## config.mk

```make
export PLATFORM = sky130hd
export DESIGN_NAME = mwf_ctrl
export DESIGN_NICKNAME = d
export VERILOG_FILES = /design/src/rtl/core/mwf_pkg.sv /design/src/rtl/core/mwf_ctrl.sv
export SDC_FILE = /design/constraint.sdc
export NUM_CORES = 1
export LEC_CHECK = 0
export ABC_CLOCK_PERIOD_IN_PS = 3700
export BUFFER_PORTS_ARGS = -buffer_cell sky130_fd_sc_hd__buf_2
export CAP_MARGIN = 20
export CORE_ASPECT_RATIO = 0.5
export CORE_MARGIN = 1
export CORE_UTILIZATION = 50
export DETAILED_ROUTE_END_ITERATION = 10
export PLACE_DENSITY = 0.82
export SETUP_SLACK_MARGIN = 0.5
export SLEW_MARGIN = 20
export SYNTH_ARGS = -nofsm -noshare
export SYNTH_HDL_FRONTEND = slang
export SYNTH_SLANG_ARGS = --single-unit
```

## constraint.sdc

```tcl
create_clock -name clk -period 3.7 [get_ports clk]
set_input_delay 0.185 -clock clk [delete_from_list [all_inputs] [get_ports clk]]
set_output_delay 0.185 -clock clk [all_outputs]
set_load 0.1 [all_outputs]
```

## src/rtl/core/mwf_pkg.sv

```systemverilog
// Maze walker package: grid geometry, operation/status/heading codes,
// result struct, move order table and cell address helper.
// No dependencies.
package mwf_pkg;

  localparam int GRID_ROWS = 32;
  localparam int GRID_COLS = 32;
  localparam int ROW_W     = (GRID_ROWS > 2) ? $clog2(GRID_ROWS) : 1;
  localparam int COL_W     = (GRID_COLS > 2) ? $clog2(GRID_COLS) : 1;
  localparam int DEPTH     = GRID_ROWS * GRID_COLS;
  localparam int ADDR_W    = $clog2(DEPTH);
  localparam int CELL_W    = 8;

  typedef enum logic [1:0] {
    OP_LOAD  = 2'd0,
    OP_START = 2'd1,
    OP_STEP  = 2'd2,
    OP_NOP   = 2'd3
  } op_t;

  typedef enum logic [2:0] {
    ST_OK       = 3'd0,
    ST_MOVED    = 3'd1,
    ST_EXIT     = 3'd2,
    ST_NO_ENTRY = 3'd3,
    ST_BLOCKED  = 3'd4,
    ST_NOT_WALK = 3'd5
  } stat_t;

  typedef enum logic [1:0] {
    HEAD_N = 2'd0,
    HEAD_S = 2'd1,
    HEAD_E = 2'd2,
    HEAD_W = 2'd3
  } head_t;

  typedef struct packed {
    stat_t       status;
    logic [4:0]  row;
    logic [4:0]  col;
    head_t       heading;
  } res_t;

  // right, ahead, left, back
  function automatic head_t move_dir(input head_t h, input logic [1:0] k);
    head_t d;
    d = HEAD_N;
    case (h)
      HEAD_N: begin
        case (k)
          2'd0:    d = HEAD_E;
          2'd1:    d = HEAD_N;
          2'd2:    d = HEAD_W;
          default: d = HEAD_S;
        endcase
      end
      HEAD_S: begin
        case (k)
          2'd0:    d = HEAD_W;
          2'd1:    d = HEAD_S;
          2'd2:    d = HEAD_E;
          default: d = HEAD_N;
        endcase
      end
      HEAD_E: begin
        case (k)
          2'd0:    d = HEAD_S;
          2'd1:    d = HEAD_E;
          2'd2:    d = HEAD_N;
          default: d = HEAD_W;
        endcase
      end
      default: begin
        case (k)
          2'd0:    d = HEAD_N;
          2'd1:    d = HEAD_W;
          2'd2:    d = HEAD_S;
          default: d = HEAD_E;
        endcase
      end
    endcase
    return d;
  endfunction

  function automatic logic [ADDR_W-1:0] cell_addr(input logic [ROW_W-1:0] r,
                                                 input logic [COL_W-1:0] c);
    return ADDR_W'(32'(r) * GRID_COLS + 32'(c));
  endfunction

endpackage

```

## src/rtl/core/mwf_ctrl.sv

```systemverilog
// Maze walker sequencer: decodes items, drives the grid RAM port,
// scans row 0 for the entrance and probes neighbors for a step.
// Depends on mwf_pkg.
module mwf_ctrl (
  input  logic                       clk,
  input  logic                       rst,
  input  logic                       in_valid,
  output logic                       in_ready,
  input  mwf_pkg::op_t               in_op,
  input  logic [4:0]                 in_row,
  input  logic [4:0]                 in_col,
  input  logic [7:0]                 in_value,
  input  logic [7:0]                 open_mark,
  output logic                       mem_we,
  output logic                       mem_re,
  output logic [mwf_pkg::ADDR_W-1:0] mem_addr,
  output logic [7:0]                 mem_wdata,
  input  logic [7:0]                 mem_rdata,
  output logic                       res_valid,
  input  logic                       res_take,
  output mwf_pkg::res_t              res
);
  import mwf_pkg::*;

  typedef enum logic [1:0] {
    S_IDLE,
    S_SCAN,
    S_STEP,
    S_DONE
  } state_t;

  state_t           state;
  logic [ROW_W-1:0] pos_row;
  logic [COL_W-1:0] pos_col;
  head_t            heading;
  logic             walking;
  stat_t            status;
  logic [COL_W:0]   scan_cnt;
  logic [2:0]       k;
  logic             pend;
  logic             pend_inb;
  head_t            pend_dir;
  logic [ROW_W-1:0] pend_row;
  logic [COL_W-1:0] pend_col;

  logic             accept;
  logic             load_ok;
  logic             hit;
  head_t            cur_dir;
  logic             nb_inb;
  logic [ROW_W-1:0] nb_row;
  logic [COL_W-1:0] nb_col;

  assign in_ready  = (state == S_IDLE);
  assign accept    = in_valid && in_ready;
  assign load_ok   = (32'(in_row) < GRID_ROWS) && (32'(in_col) < GRID_COLS);
  assign hit       = pend && pend_inb && (mem_rdata == open_mark);
  assign cur_dir   = move_dir(heading, k[1:0]);
  assign res_valid = (state == S_DONE);

  always_comb begin
    res.status  = status;
    res.row     = 5'(pos_row);
    res.col     = 5'(pos_col);
    res.heading = heading;
  end

  always_comb begin
    nb_row = pos_row;
    nb_col = pos_col;
    nb_inb = 1'b1;
    case (cur_dir)
      HEAD_N: begin
        nb_inb = (pos_row != '0);
        nb_row = pos_row - ROW_W'(1);
      end
      HEAD_S: begin
        nb_inb = (pos_row != ROW_W'(GRID_ROWS - 1));
        nb_row = pos_row + ROW_W'(1);
      end
      HEAD_E: begin
        nb_inb = (pos_col != COL_W'(GRID_COLS - 1));
        nb_col = pos_col + COL_W'(1);
      end
      default: begin
        nb_inb = (pos_col != '0);
        nb_col = pos_col - COL_W'(1);
      end
    endcase
  end

  // accesses never overlap: one item at a time, one port use per cycle
  always_comb begin
    mem_we    = 1'b0;
    mem_re    = 1'b0;
    mem_addr  = '0;
    mem_wdata = in_value;
    case (state)
      S_IDLE: begin
        if (accept && in_op == OP_LOAD && load_ok) begin
          mem_we   = 1'b1;
          mem_addr = cell_addr(ROW_W'(in_row), COL_W'(in_col));
        end
      end
      S_SCAN: begin
        if (hit) begin
          mem_we    = 1'b1;
          mem_addr  = cell_addr('0, pend_col);
          mem_wdata = (open_mark == 8'd0) ? 8'hff : 8'h00;
        end else if (scan_cnt != (COL_W+1)'(GRID_COLS)) begin
          mem_re   = 1'b1;
          mem_addr = cell_addr('0, scan_cnt[COL_W-1:0]);
        end
      end
      S_STEP: begin
        if (!hit && k != 3'd4 && nb_inb) begin
          mem_re   = 1'b1;
          mem_addr = cell_addr(nb_row, nb_col);
        end
      end
      default: begin
      end
    endcase
  end

  always_ff @(posedge clk) begin
    if (rst) begin
      state    <= S_IDLE;
      pos_row  <= '0;
      pos_col  <= '0;
      heading  <= HEAD_S;
      walking  <= 1'b0;
      status   <= ST_OK;
      pend     <= 1'b0;
      scan_cnt <= '0;
      k        <= '0;
    end else begin
      case (state)
        S_IDLE: begin
          if (accept) begin
            pend <= 1'b0;
            case (in_op)
              OP_START: begin
                scan_cnt <= '0;
                state    <= S_SCAN;
              end
              OP_STEP: begin
                if (walking) begin
                  k     <= '0;
                  state <= S_STEP;
                end else begin
                  status <= ST_NOT_WALK;
                  state  <= S_DONE;
                end
              end
              default: begin
                status <= ST_OK;
                state  <= S_DONE;
              end
            endcase
          end
        end
        S_SCAN: begin
          if (hit) begin
            pos_row <= ROW_W'(1);
            pos_col <= pend_col;
            heading <= HEAD_S;
            if (GRID_ROWS == 2) begin
              status  <= ST_EXIT;
              walking <= 1'b0;
            end else begin
              status  <= ST_OK;
              walking <= 1'b1;
            end
            state <= S_DONE;
          end else if (scan_cnt == (COL_W+1)'(GRID_COLS)) begin
            status  <= ST_NO_ENTRY;
            walking <= 1'b0;
            state   <= S_DONE;
          end else begin
            pend     <= 1'b1;
            pend_inb <= 1'b1;
            pend_col <= scan_cnt[COL_W-1:0];
            scan_cnt <= scan_cnt + (COL_W+1)'(1);
          end
        end
        S_STEP: begin
          if (hit) begin
            pos_row <= pend_row;
            pos_col <= pend_col;
            heading <= pend_dir;
            if (pend_row == ROW_W'(GRID_ROWS - 1)) begin
              status  <= ST_EXIT;
              walking <= 1'b0;
            end else begin
              status <= ST_MOVED;
            end
            state <= S_DONE;
          end else if (k == 3'd4) begin
            status <= ST_BLOCKED;
            state  <= S_DONE;
          end else begin
            pend     <= 1'b1;
            pend_inb <= nb_inb;
            pend_dir <= cur_dir;
            pend_row <= nb_row;
            pend_col <= nb_col;
            k        <= k + 3'd1;
          end
        end
        S_DONE: begin
          if (res_take) begin
            state <= S_IDLE;
          end
        end
        default: begin
          state <= S_IDLE;
        end
      endcase
    end
  end

endmodule

```

==> reports/metrics.yaml, run 1 <==
logic_synthesis:
  synth.largest_area_cell: "dfxtp_1"
  ys_warn_count: 0
  post_synth_mux_area_share: 0.0440
  synth_fa_ha_area_frac: 0.119
  syn_nets: 413
  synthesis.area_sq_um: 3070
  synth-xor-area-share: 0.0542
  synth_compound_area_frac: 0.211
  ys_types: 61
  ys.flop_type: "dfxtp_1"
  synthCells: 345
  synth.yosys.seq_area_share: 0.310
  synth_edf_count: 13
  postSynthAreaPerCell_sq_um: 8.90
  synth_top_area_frac: 0.183
  ys_seq_elements: 41
  synth_top_family_by_area: "simple AND/OR/NAND/NOR gates"
  ys_top_cells_by_area: "dfxtp_1, edfxtp_1, ha_1"
  async_reset_ff_frac: 0
  synthSimpleGateAreaFrac: 0.216
critical_path:
  worstSetupPathDepth: 16
  critical_path_class: "reg -> out"
  critPathTopFamily: "adder cells"
  crit_path_top_delay_cell: "dfxtp_4"
  crit_top_cell: "inv_4"
  crit_required_ns: 3.51
  reg2reg_to: "pend_row[4]$_DFFE_PP_"
  cp_max_fo: 5
  end_kind: "primary output"
  rrSetupSlack_ns: 0.79
  r2r_cells: 17
  cpPeakStageDelay_ns: 0.38
  rr_startpoint: "k[0]$_SDFFE_PP0P_"
  arrival_ns: 3.25
  crit_buf_inv: 3
  cp_cell_sequence: "inv_4 -> ha_4 -> nand2_2 -> o31ai_2 -> nand2_1 -> o21a_1 -> ha_2 -> inv_4 -> fa_2 -> nand3_2 -> and3_4 -> o21ai_2 -> xor2_1 -> or3_4 -> a31oi_4 -> buf_12"
  critPathLaunchType: "register"
timing:
  post-route-min-period_ns: 3.44
  totalNegativeSetupSlack_ns: 0
  worst_pin_slew_ns: 1.00
  slew_headroom: 0.329
  finalHoldViolCount: 0
  period_share: 0.929
  slew_viol_final: 0
  rsz0062_at_grt: "yes"
  fin_skew_ns: 0.00449
  max_freq_ghz: 0.291
  setup-violations-final: 0
die:
  initial_core_util: 0.538
  die-width_um: 113
  io_pins: 77
  core_sq_um: 5710
  dieHeight_um: 57.4
  rows: 19
  die_area_sq_um: 6480
global_route:
  antenna_found_initial: 0
  grt_pass1_vias: 2855
  grt_max_degree: 30
  grt_overflow: 0
  grt_usage: 0.274
  grt_first_pass_wirelength_um: 13600
route:
  viasPerCell: 6.16
  postRouteAntennaNets: 0
  via_count: 3147
  drc: 0
  drtIter0Drc: 325
  wl_um: 9830
  first_pass_iters: 5
  wl_per_cell_um: 19.2
placement:
  io_buffer_count: 76
  placed_cells: 486
  gp_congestion: 0.853
  place_hpwl_um: 5840
clock_network:
  cts_root_buffer: "clkbuf_16"
  clockBufferDepth: 2
  clk_pin_slew_ns: 0.06
  postCtsHoldBufs: 0
  cts.sinks: 41
  cts_tree: "done"
  clock_latency_ns: 0.29
  cts_inserted_buffers: 5
  cts.htree.levels: 2
pwr:
  ir_drop_mv: 0.297
  powerDensity_nw_per_um2: 459
  p_leak_nw: 1.83
worst_hold_path:
  min-delay-start: "rst"
  min_to: "scan_cnt[1]$_SDFFE_PP0P_"
  hold_class: "in -> reg"
  holdPathStages: 2
final_layout:
  drive_above_1_share: 0.393
  seqCellArea_sq_um: 963
  syn_to_final_growth_pct: 39.6
  n_antenna_cell: 0
  final_cell_mix: "buf_2, nor2_1, nand2_1, dfxtp_1, a21oi_1"
  nFillCells: 384
  final_common_cell: "buf_2"
  nets: 505
  multi_input_area_sq_um: 2280
  post_layout_nonfiller_instances: 511
  fin_util: 0.751
flow_run:
  max_cap_viol_count: 0
run_status:
  status: "completed"
-- registers in the layout (all words and copies together) (netlist names) --
register / count
pend_dir: 2
scan_cnt: 6
pend_inb: 1
walking: 1
pend: 1
pend_row: 5
status: 3
heading: 2
pos_row: 5
k: 3
state: 2
pos_col: 5
pend_col: 5
-- synthesized netlist by cell type (3+ instances only) --
library cell and number:
o21ai_0 8, nand3_1 14, nand4_1 8, a22o_1 6
or3_1 4, o21ai_1 3, inv_1 21, mux2i_1 9
o221ai_1 3, edfxtp_1 13, o31ai_1 3, mux2_2 3
o21a_1 3, nand2b_1 5, xnor2_1 6, nand2_1 26
ha_1 26, xor2_1 13, nor2_1 35, a21oi_1 25
dfxtp_1 28, clkbuf_1 7, and3_1 5, nor3_1 6
a22oi_1 5, a21o_1 12
-- repair_timing --
action | in CTS | in global routing
buffers inserted | 9 | 7
pin swaps | 12 | 14
setup endpoints to repair | 10 | 11
hold endpoints to repair | 0 | 0
resized for setup | 48 | 46
cloned | 0 | 1
-- metal layers --
layer,track usage,wire [um],share of wire,up-vias
met5,0,0,0,-
met4,0.103,422,0.043,0
met3,0.0691,892,0.091,44
met2,0.458,4620,0.47,212
met1,0.347,3890,0.40,1447
li1,-,-,-,1444
-- power breakdown --
part	switching, mW	internal, mW
Clock	0.190	0.320
Combinational	0.621	0.267
Sequential	0.0417	0.528
Total	0.853	1.12
-- worst max path at each step --
stage / from / to / slack (ns)
3_3_place_gp: k[1]$_SDFFE_PP0P_ / mem_addr[9] / 0.42
3_5_place_dp: k[0]$_SDFFE_PP0P_ / mem_addr[9] / 0.31
4_1_cts: k[0]$_SDFFE_PP0P_ / mem_addr[4] / 0.33
6_report: k[1]$_SDFFE_PP0P_ / mem_addr[4] / 0.26
2_1_floorplan: k[1]$_SDFFE_PP0P_ / mem_addr[4] / 0.31
5_1_grt: k[0]$_SDFFE_PP0P_ / mem_addr[4] / 0.19
-- cells by family after synthesis --
logic type               count (synthesis)
AND/OR/NAND/NOR                        121
AO/OA/AOI/OAI                           90
flip-flops                              41
buffers and inverters                   33
adder cells (fa/ha/maj)                 28
XOR/XNOR                                19
multiplexers                            13
-- metrics by stage --
step / setup slack [ns] / hold WS (ns) / cell area [sq um] / power (mW)
final: 0.262 / 0.365 / 4290 / 1.97
after global routing: 0.189 / 0.378 / 4290 / 2.04
after CTS: 0.326 / 0.359 / 4010 / 1.89
after detailed placement: 0.311 / 0.457 / 3580 / 1.36
after global placement: 0.422 / 0.461 / 3580 / 1.35
after floorplan: 0.313 / 0.394 / 3130 / 1.20
-- layout make-up --
cell class / count / area share
well taps: 73 / 0.0213
clock inverters: 2 / 0.00905
multi-input cells: 271 / 0.532
inverters: 22 / 0.0222
flip-flops and latches: 41 / 0.225
clock buffers: 6 / 0.0301
repair buffers: 96 / 0.161
Note: power is estimated with default switching activity, not from simulation.
==> inputs of run 2 (changes only) <==
--- a/config.mk
+++ b/config.mk
@@ -5,6 +5,7 @@
 export SDC_FILE = /design/constraint.sdc
 export NUM_CORES = 1
 export LEC_CHECK = 0
+export ABC_AREA = 1
 export ABC_CLOCK_PERIOD_IN_PS = 3700
 export BUFFER_PORTS_ARGS = -buffer_cell sky130_fd_sc_hd__buf_2
 export CAP_MARGIN = 20
@@ -12,7 +13,7 @@
 export CORE_MARGIN = 1
 export CORE_UTILIZATION = 50
 export DETAILED_ROUTE_END_ITERATION = 10
-export PLACE_DENSITY = 0.82
+export PLACE_DENSITY = 0.81
 export SETUP_SLACK_MARGIN = 0.5
 export SLEW_MARGIN = 20
 export SYNTH_ARGS = -nofsm -noshare
==> run 2 against run 1 <==
Via count grew 12%. Fmax grew 5.6%. Wire length shrank 7.1%. Combinational power grew 72%. Global-route usage grew 0.28 points. Final cell count grew 30%. Flip-flop and latch count is the same. Synthesized cell count grew 41%. Non-clock buffer count shrank 9. Core utilization shrank 5.8 points. Largest power group unchanged.
==> reports/metrics.yaml, run 2 <==
final_layout:
  largest_register: "scan_cnt"
  final_cell_mix: "nand2_1, buf_2, inv_1, nor2_1, dfxtp_1"
  postLayoutCellArea_sq_um: 4290
  nets: 643
  syn_to_final_growth_pct: 31.3
  nFillCells: 538
  drive_above_1_share: 0.285
  n_antenna_cell: 0
  post_layout_nonfiller_instances: 664
  largest_register_ffs: 6
  final_common_cell: "nand2_1"
  fin_util: 0.694
route:
  drc: 0
  postRouteAntennaNets: 0
  wl_per_cell_um: 13.7
  wl_um: 9130
  via_count: 3525
  viasPerCell: 5.31
  first_pass_iters: 5
  drtIter0Drc: 300
critical_path:
  cp_max_fo: 6
  crit_required_ns: 3.51
  crit_top_cell: "ha_4"
  arrival_ns: 3.07
  crit_path_top_delay_cell: "dfxtp_4"
  cp_cell_sequence: "inv_2 -> ha_4 -> nand2_1 -> o21ai_2 -> o21ai_2 -> inv_2 -> ha_4 -> inv_6 -> ha_4 -> a21oi_2 -> nand2_2 -> a21oi_2 -> o21ai_1 -> nand2_1 -> nand3_2 -> nor2_1 -> nor2_1 -> nor2_4 -> buf_12"
  critical_path_class: "reg -> out"
  critPathLaunchType: "register"
  cpPeakStageDelay_ns: 0.36
  critPathTopFamily: "compound AO/OA/AOI/OAI gates"
  crit_buf_inv: 4
  end_kind: "primary output"
logic_synthesis:
  synth_common_cells: "nand2_1, inv_1, nor2_1"
  synth.largest_area_cell: "dfxtp_1"
  ys_seq_elements: 41
  synth_edf_count: 13
  ys_top_cells_by_area: "dfxtp_1, nand2_1, edfxtp_1"
  synthesis.area_sq_um: 3260
  ys.flop_type: "dfxtp_1"
  synth.yosys.seq_area_share: 0.291
  async_reset_ff_frac: 0
  synthMostInstantiatedCell: "nand2_1"
  ys_warn_count: 0
  postSynthAreaPerCell_sq_um: 6.69
  syn_nets: 556
  synth_top_area_frac: 0.172
  synthCells: 488
  ys_types: 39
clock_network:
  clockBufferDepth: 2
  cts.htree.levels: 2
  cts_tree: "done"
  cts_root_buffer: "clkbuf_16"
  clk_pin_slew_ns: 0.06
  cts_inserted_buffers: 5
  postCtsHoldBufs: 0
  clock_latency_ns: 0.29
  cts.sinks: 41
die:
  io_pins: 77
  dieHeight_um: 59.1
  die_area_sq_um: 6880
  initial_core_util: 0.528
  core_sq_um: 6180
  rows: 20
  die-width_um: 116
timing:
  slew_viol_final: 0
  totalNegativeSetupSlack_ns: 0
  max_freq_ghz: 0.307
  setup-violations-final: 0
  worst_pin_slew_ns: 1.11
  fin_skew_ns: 0.00824
  finalHoldViolCount: 0
  period_share: 0.880
  post-route-min-period_ns: 3.26
  slew_headroom: 0.263
  rsz0062_at_grt: "yes"
placement:
  io_buffer_count: 76
  placed_area_sq_um: 3890
  gp_congestion: 0.872
  placed_cells: 649
  place_hpwl_um: 6540
pwr:
  seq_power_share: 0.237
  finalPower_mw: 2.57
  p_int_mw: 1.24
  ir_drop_mv: 0.293
  powerDensity_nw_per_um2: 598
  p_comb_frac: 0.596
  switching_share: 0.518
  p_leak_nw: 2.03
  p_sw_mw: 1.33
  power_frac_clock: 0.167
global_route:
  grt_usage: 0.276
  grt_pass1_vias: 3085
  grt_overflow: 0
  grt_max_degree: 18
  antenna_found_initial: 0
  grt_first_pass_wirelength_um: 14600
flow_run:
  max_cap_viol_count: 0
worst_hold_path:
  hold_class: "in -> reg"
run_status:
  status: "completed"
[run 2: cell types whose count changed after synthesis, moves of 8 or more]
cell | before | now
mux2i_1 | 9 | 0
inv_1 | 21 | 65
nand2_1 | 26 | 133
nor2_1 | 35 | 65
o21ai_0 | 8 | 30
a21o_1 | 12 | 0
nand3_1 | 14 | 22
[run 2: metal layers]
layer | GRT usage | part of all wire
met4 | 0.0696 | 0.015
met3 | 0.0419 | 0.084
met5 | 0 | 0
met1 | 0.379 | 0.46
met2 | 0.461 | 0.44
[run 2: kinds of logic (layout without fill, tap and decap cells)]
logic type / after synthesis / count (layout) / share of synthesized area
xor gates and xnor gates: 10 / 10 / 0.0268
DFF: 41 / 41 / 0.291
AOI/OAI and AO/OA: 76 / 76 / 0.130
buffers and inverters: 76 / 164 / 0.0882
and+or+nand+nor: 257 / 257 / 0.352
adders and majority gates: 28 / 28 / 0.112
[run 2: what timing repair did]
item                                   CTS  global route
gates resized for setup                 34            33
pin swaps                                9            10
setup endpoints to repair               11            10
endpoints found under the hold margin    0             0
buffers inserted                         5             2
[run 2: final timing paths]
path,from,to,slack (ns),cells after the start
worst min-delay path,rst,scan_cnt[2]$_SDFFE_PP0P_,0.27,2
worst max register to register,k[0]$_SDFFE_PP0P_,pend_col[2]$_DFFE_PP_,1.12,13
worst max-delay path,k[0]$_SDFFE_PP0P_,mem_addr[4],0.44,19
worst min register to register,walking$_SDFFE_PP0P_,walking$_SDFFE_PP0P_,0.49,2
[run 2: cell type report]
cell class	count	area, sq um	area share
inverters	69	264	0.0616
multi-input cells	371	2250	0.525
repair buffers	87	564	0.132
clock buffers	6	129	0.0301
well taps	88	110	0.0257
flip-flops and latches	41	961	0.224
clock inverters	2	10.0	0.00234
[run 2: metrics by stage]
stage	setup WS, ns	hold slack (ns)
after CTS	0.500	0.256
after global routing	0.340	0.277
final	0.444	0.267
after floorplan	0.502	0.254
after global placement	0.360	0.473
after detailed placement	0.162	0.474
[run 2: power groups by stage]
stage | registers, mW | clock network (mW) | logic (mW)
after floorplan | 0.711 | 0 | 1.00
after global placement | 0.610 | 0 | 1.37
after detailed placement | 0.614 | 0 | 1.38
after CTS | 0.606 | 0.429 | 1.46
after global routing | 0.616 | 0.447 | 1.66
final | 0.609 | 0.428 | 1.53
==> inputs of run 3 (changes only) <==
--- a/config.mk
+++ b/config.mk
@@ -11,9 +11,9 @@
 export CAP_MARGIN = 20
 export CORE_ASPECT_RATIO = 0.5
 export CORE_MARGIN = 1
-export CORE_UTILIZATION = 50
+export CORE_UTILIZATION = 55
 export DETAILED_ROUTE_END_ITERATION = 10
-export PLACE_DENSITY = 0.81
+export PLACE_DENSITY = 0.87
 export SETUP_SLACK_MARGIN = 0.5
 export SLEW_MARGIN = 20
 export SYNTH_ARGS = -nofsm -noshare
==> run 3 against run 2 <==
The run now ends with design-rule violations left. Worst hold slack got worse by 0.0020 ns. Clock-buffer cell count is the same. Flip-flop and latch count stayed put. Total power rose by 3.2%. Clock power grew 5.1%. Non-clock buffer count increased by 1. Register-to-register slack worse by 0.18 ns. Sequential share of layout area down 0.21 points. Global-route usage increased by 2.9 points.
==> reports/metrics.yaml, run 3 (synthesis gave the netlist of run 2 again) <==
run_status:
  status: "finished, violations left"
  violations: "design-rule violations"
clock_network:
  clock_latency_ns: 0.29
  cts.htree.levels: 2
  cts_inserted_buffers: 5
  cts.sinks: 41
  cts_root_buffer: "clkbuf_16"
  clk_pin_slew_ns: 0.06
  cts_tree: "done"
  clockBufferDepth: 2
route:
  viasPerCell: 5.69
  postRouteAntennaNets: 0
  drc: 16
  via_count: 3697
  first_pass_iters: 8
  drtIter0Drc: 351
  wl_per_cell_um: 15.4
  wl_um: 10000
final_layout:
  syn_to_final_growth_pct: 32.5
  largest_register_ffs: 6
  final_common_cell: "nand2_1"
  post_layout_nonfiller_instances: 650
  nFillCells: 384
  final_cell_mix: "nand2_1, buf_2, inv_1, nor2_1, dfxtp_1"
  n_antenna_cell: 0
  drive_above_1_share: 0.296
  nets: 644
  largest_register: "scan_cnt"
timing:
  fin_skew_ns: 0.00533
  totalNegativeSetupSlack_ns: 0
  whs_ns: 0.265
  max_freq_ghz: 0.300
  post-route-min-period_ns: 3.33
  slew_headroom: 0.207
  setup-violations-final: 0
  period_share: 0.900
  rsz0062_at_grt: "yes"
  finalHoldViolCount: 0
  worst_pin_slew_ns: 1.19
  slew_viol_final: 0
pwr:
  seq_power_share: 0.231
  p_sw_mw: 1.37
  p_leak_nw: 2.05
  ir_drop_mv: 0.299
  powerDensity_nw_per_um2: 612
  power_frac_clock: 0.170
  p_int_mw: 1.28
  switching_share: 0.516
  p_comb_frac: 0.599
critical_path:
  cpPeakStageDelay_ns: 0.37
  cp_cell_sequence: "inv_4 -> ha_4 -> nor2_1 -> o21ai_1 -> o211ai_1 -> o21ai_4 -> ha_4 -> fa_2 -> o21ai_2 -> a21oi_2 -> nand2_1 -> o21ai_1 -> xnor2_1 -> nand2_1 -> a21oi_4 -> buf_12"
  critical_path_class: "reg -> out"
  critPathLaunchType: "register"
  cp_max_fo: 4
  critPathTopFamily: "compound AO/OA/AOI/OAI gates"
  arrival_ns: 3.14
  crit_required_ns: 3.51
  crit_path_top_delay_cell: "dfxtp_4"
  end_kind: "primary output"
  crit_buf_inv: 2
global_route:
  grt_pass1_vias: 3275
  grt_max_degree: 18
  grt_usage: 0.305
  grt_first_pass_wirelength_um: 15000
  grt_overflow: 0
  antenna_found_initial: 0
die:
  rows: 19
  io_pins: 77
  core_sq_um: 5610
  die_area_sq_um: 6270
  initial_core_util: 0.582
  die-width_um: 111
  dieHeight_um: 56.5
placement:
  gp_congestion: 0.888
  io_buffer_count: 76
  place_hpwl_um: 6610
  placed_cells: 634
worst_hold_path:
  hold_class: "in -> reg"
flow_run:
  max_cap_viol_count: 0
run 3: stage by stage:
step           cell area [sq um]  utilization  worst slack (ns)  power, mW
6_report                    4330        0.771             0.370       2.65
5_1_grt                     4330        0.771             0.200       2.79
4_1_cts                     4170        0.743             0.503       2.51
3_5_place_dp                3870        0.689             0.233       2.00
3_3_place_gp                3870        0.689             0.364       1.97
2_1_floorplan               3380            -             0.502       1.71
run 3: repair_timing:
action	CTS	global route
gates resized for setup	39	40
gates cloned	0	0
pin swaps	8	18
setup endpoints to repair	11	11
hold buffers	0	0
setup buffers	3	5
run 3: area by class of cell:
cell class | instances | area [sq um] | share of cell area
clock buffer | 6 | 139 | 0.0321
clock inverter | 2 | 8.76 | 0.00202
inverter | 69 | 269 | 0.0622
multi-input combinational | 371 | 2280 | 0.526
sequential | 41 | 961 | 0.222
tap | 73 | 91.3 | 0.0211
timing repair buffer | 88 | 581 | 0.134
run 3: path summary, 6_finish.rpt:
kind	slack (ns)	end	cells after the start	from
max	0.37	mem_addr[9]	16	k[0]$_SDFFE_PP0P_
min	0.27	scan_cnt[2]$_SDFFE_PP0P_	2	rst
max reg2reg	0.94	pend_col[3]$_DFFE_PP_	16	k[1]$_SDFFE_PP0P_
min reg2reg	0.48	walking$_SDFFE_PP0P_	2	walking$_SDFFE_PP0P_
run 3: worst reg2reg max path: stages, from the launching register on:
cell	delay, ns
dfxtp_2	0.33
inv_2	0.08
ha_2	0.18
nor2_1	0.05
o21ai_1	0.16
o211ai_1	0.16
o21ai_4	0.13
inv_2	0.09
buf_4	0.14
ha_1	0.24
nor2_2	0.18
inv_1	0.15
a21oi_1	0.17
o21ai_0	0.12
o211ai_1	0.12
buf_4	0.14
o21ai_0	0.06
run 3: layer usage:
metal  vias to the layer above  part of all wire  track usage
li1                       1746                 -            -
met5                         -                 0            0
met4                         0             0.046        0.108
met2                       243              0.44        0.522
met3                        50              0.10       0.0724
met1                      1658              0.41        0.380
run 3: power groups by stage:
stage	clock (mW)	combinational (mW)	sequential [mW]
after floorplan	0	1.00	0.711
after global placement	0	1.36	0.609
after detailed placement	0	1.38	0.613
after CTS	0.444	1.46	0.606
after global routing	0.466	1.71	0.618
final	0.450	1.59	0.611
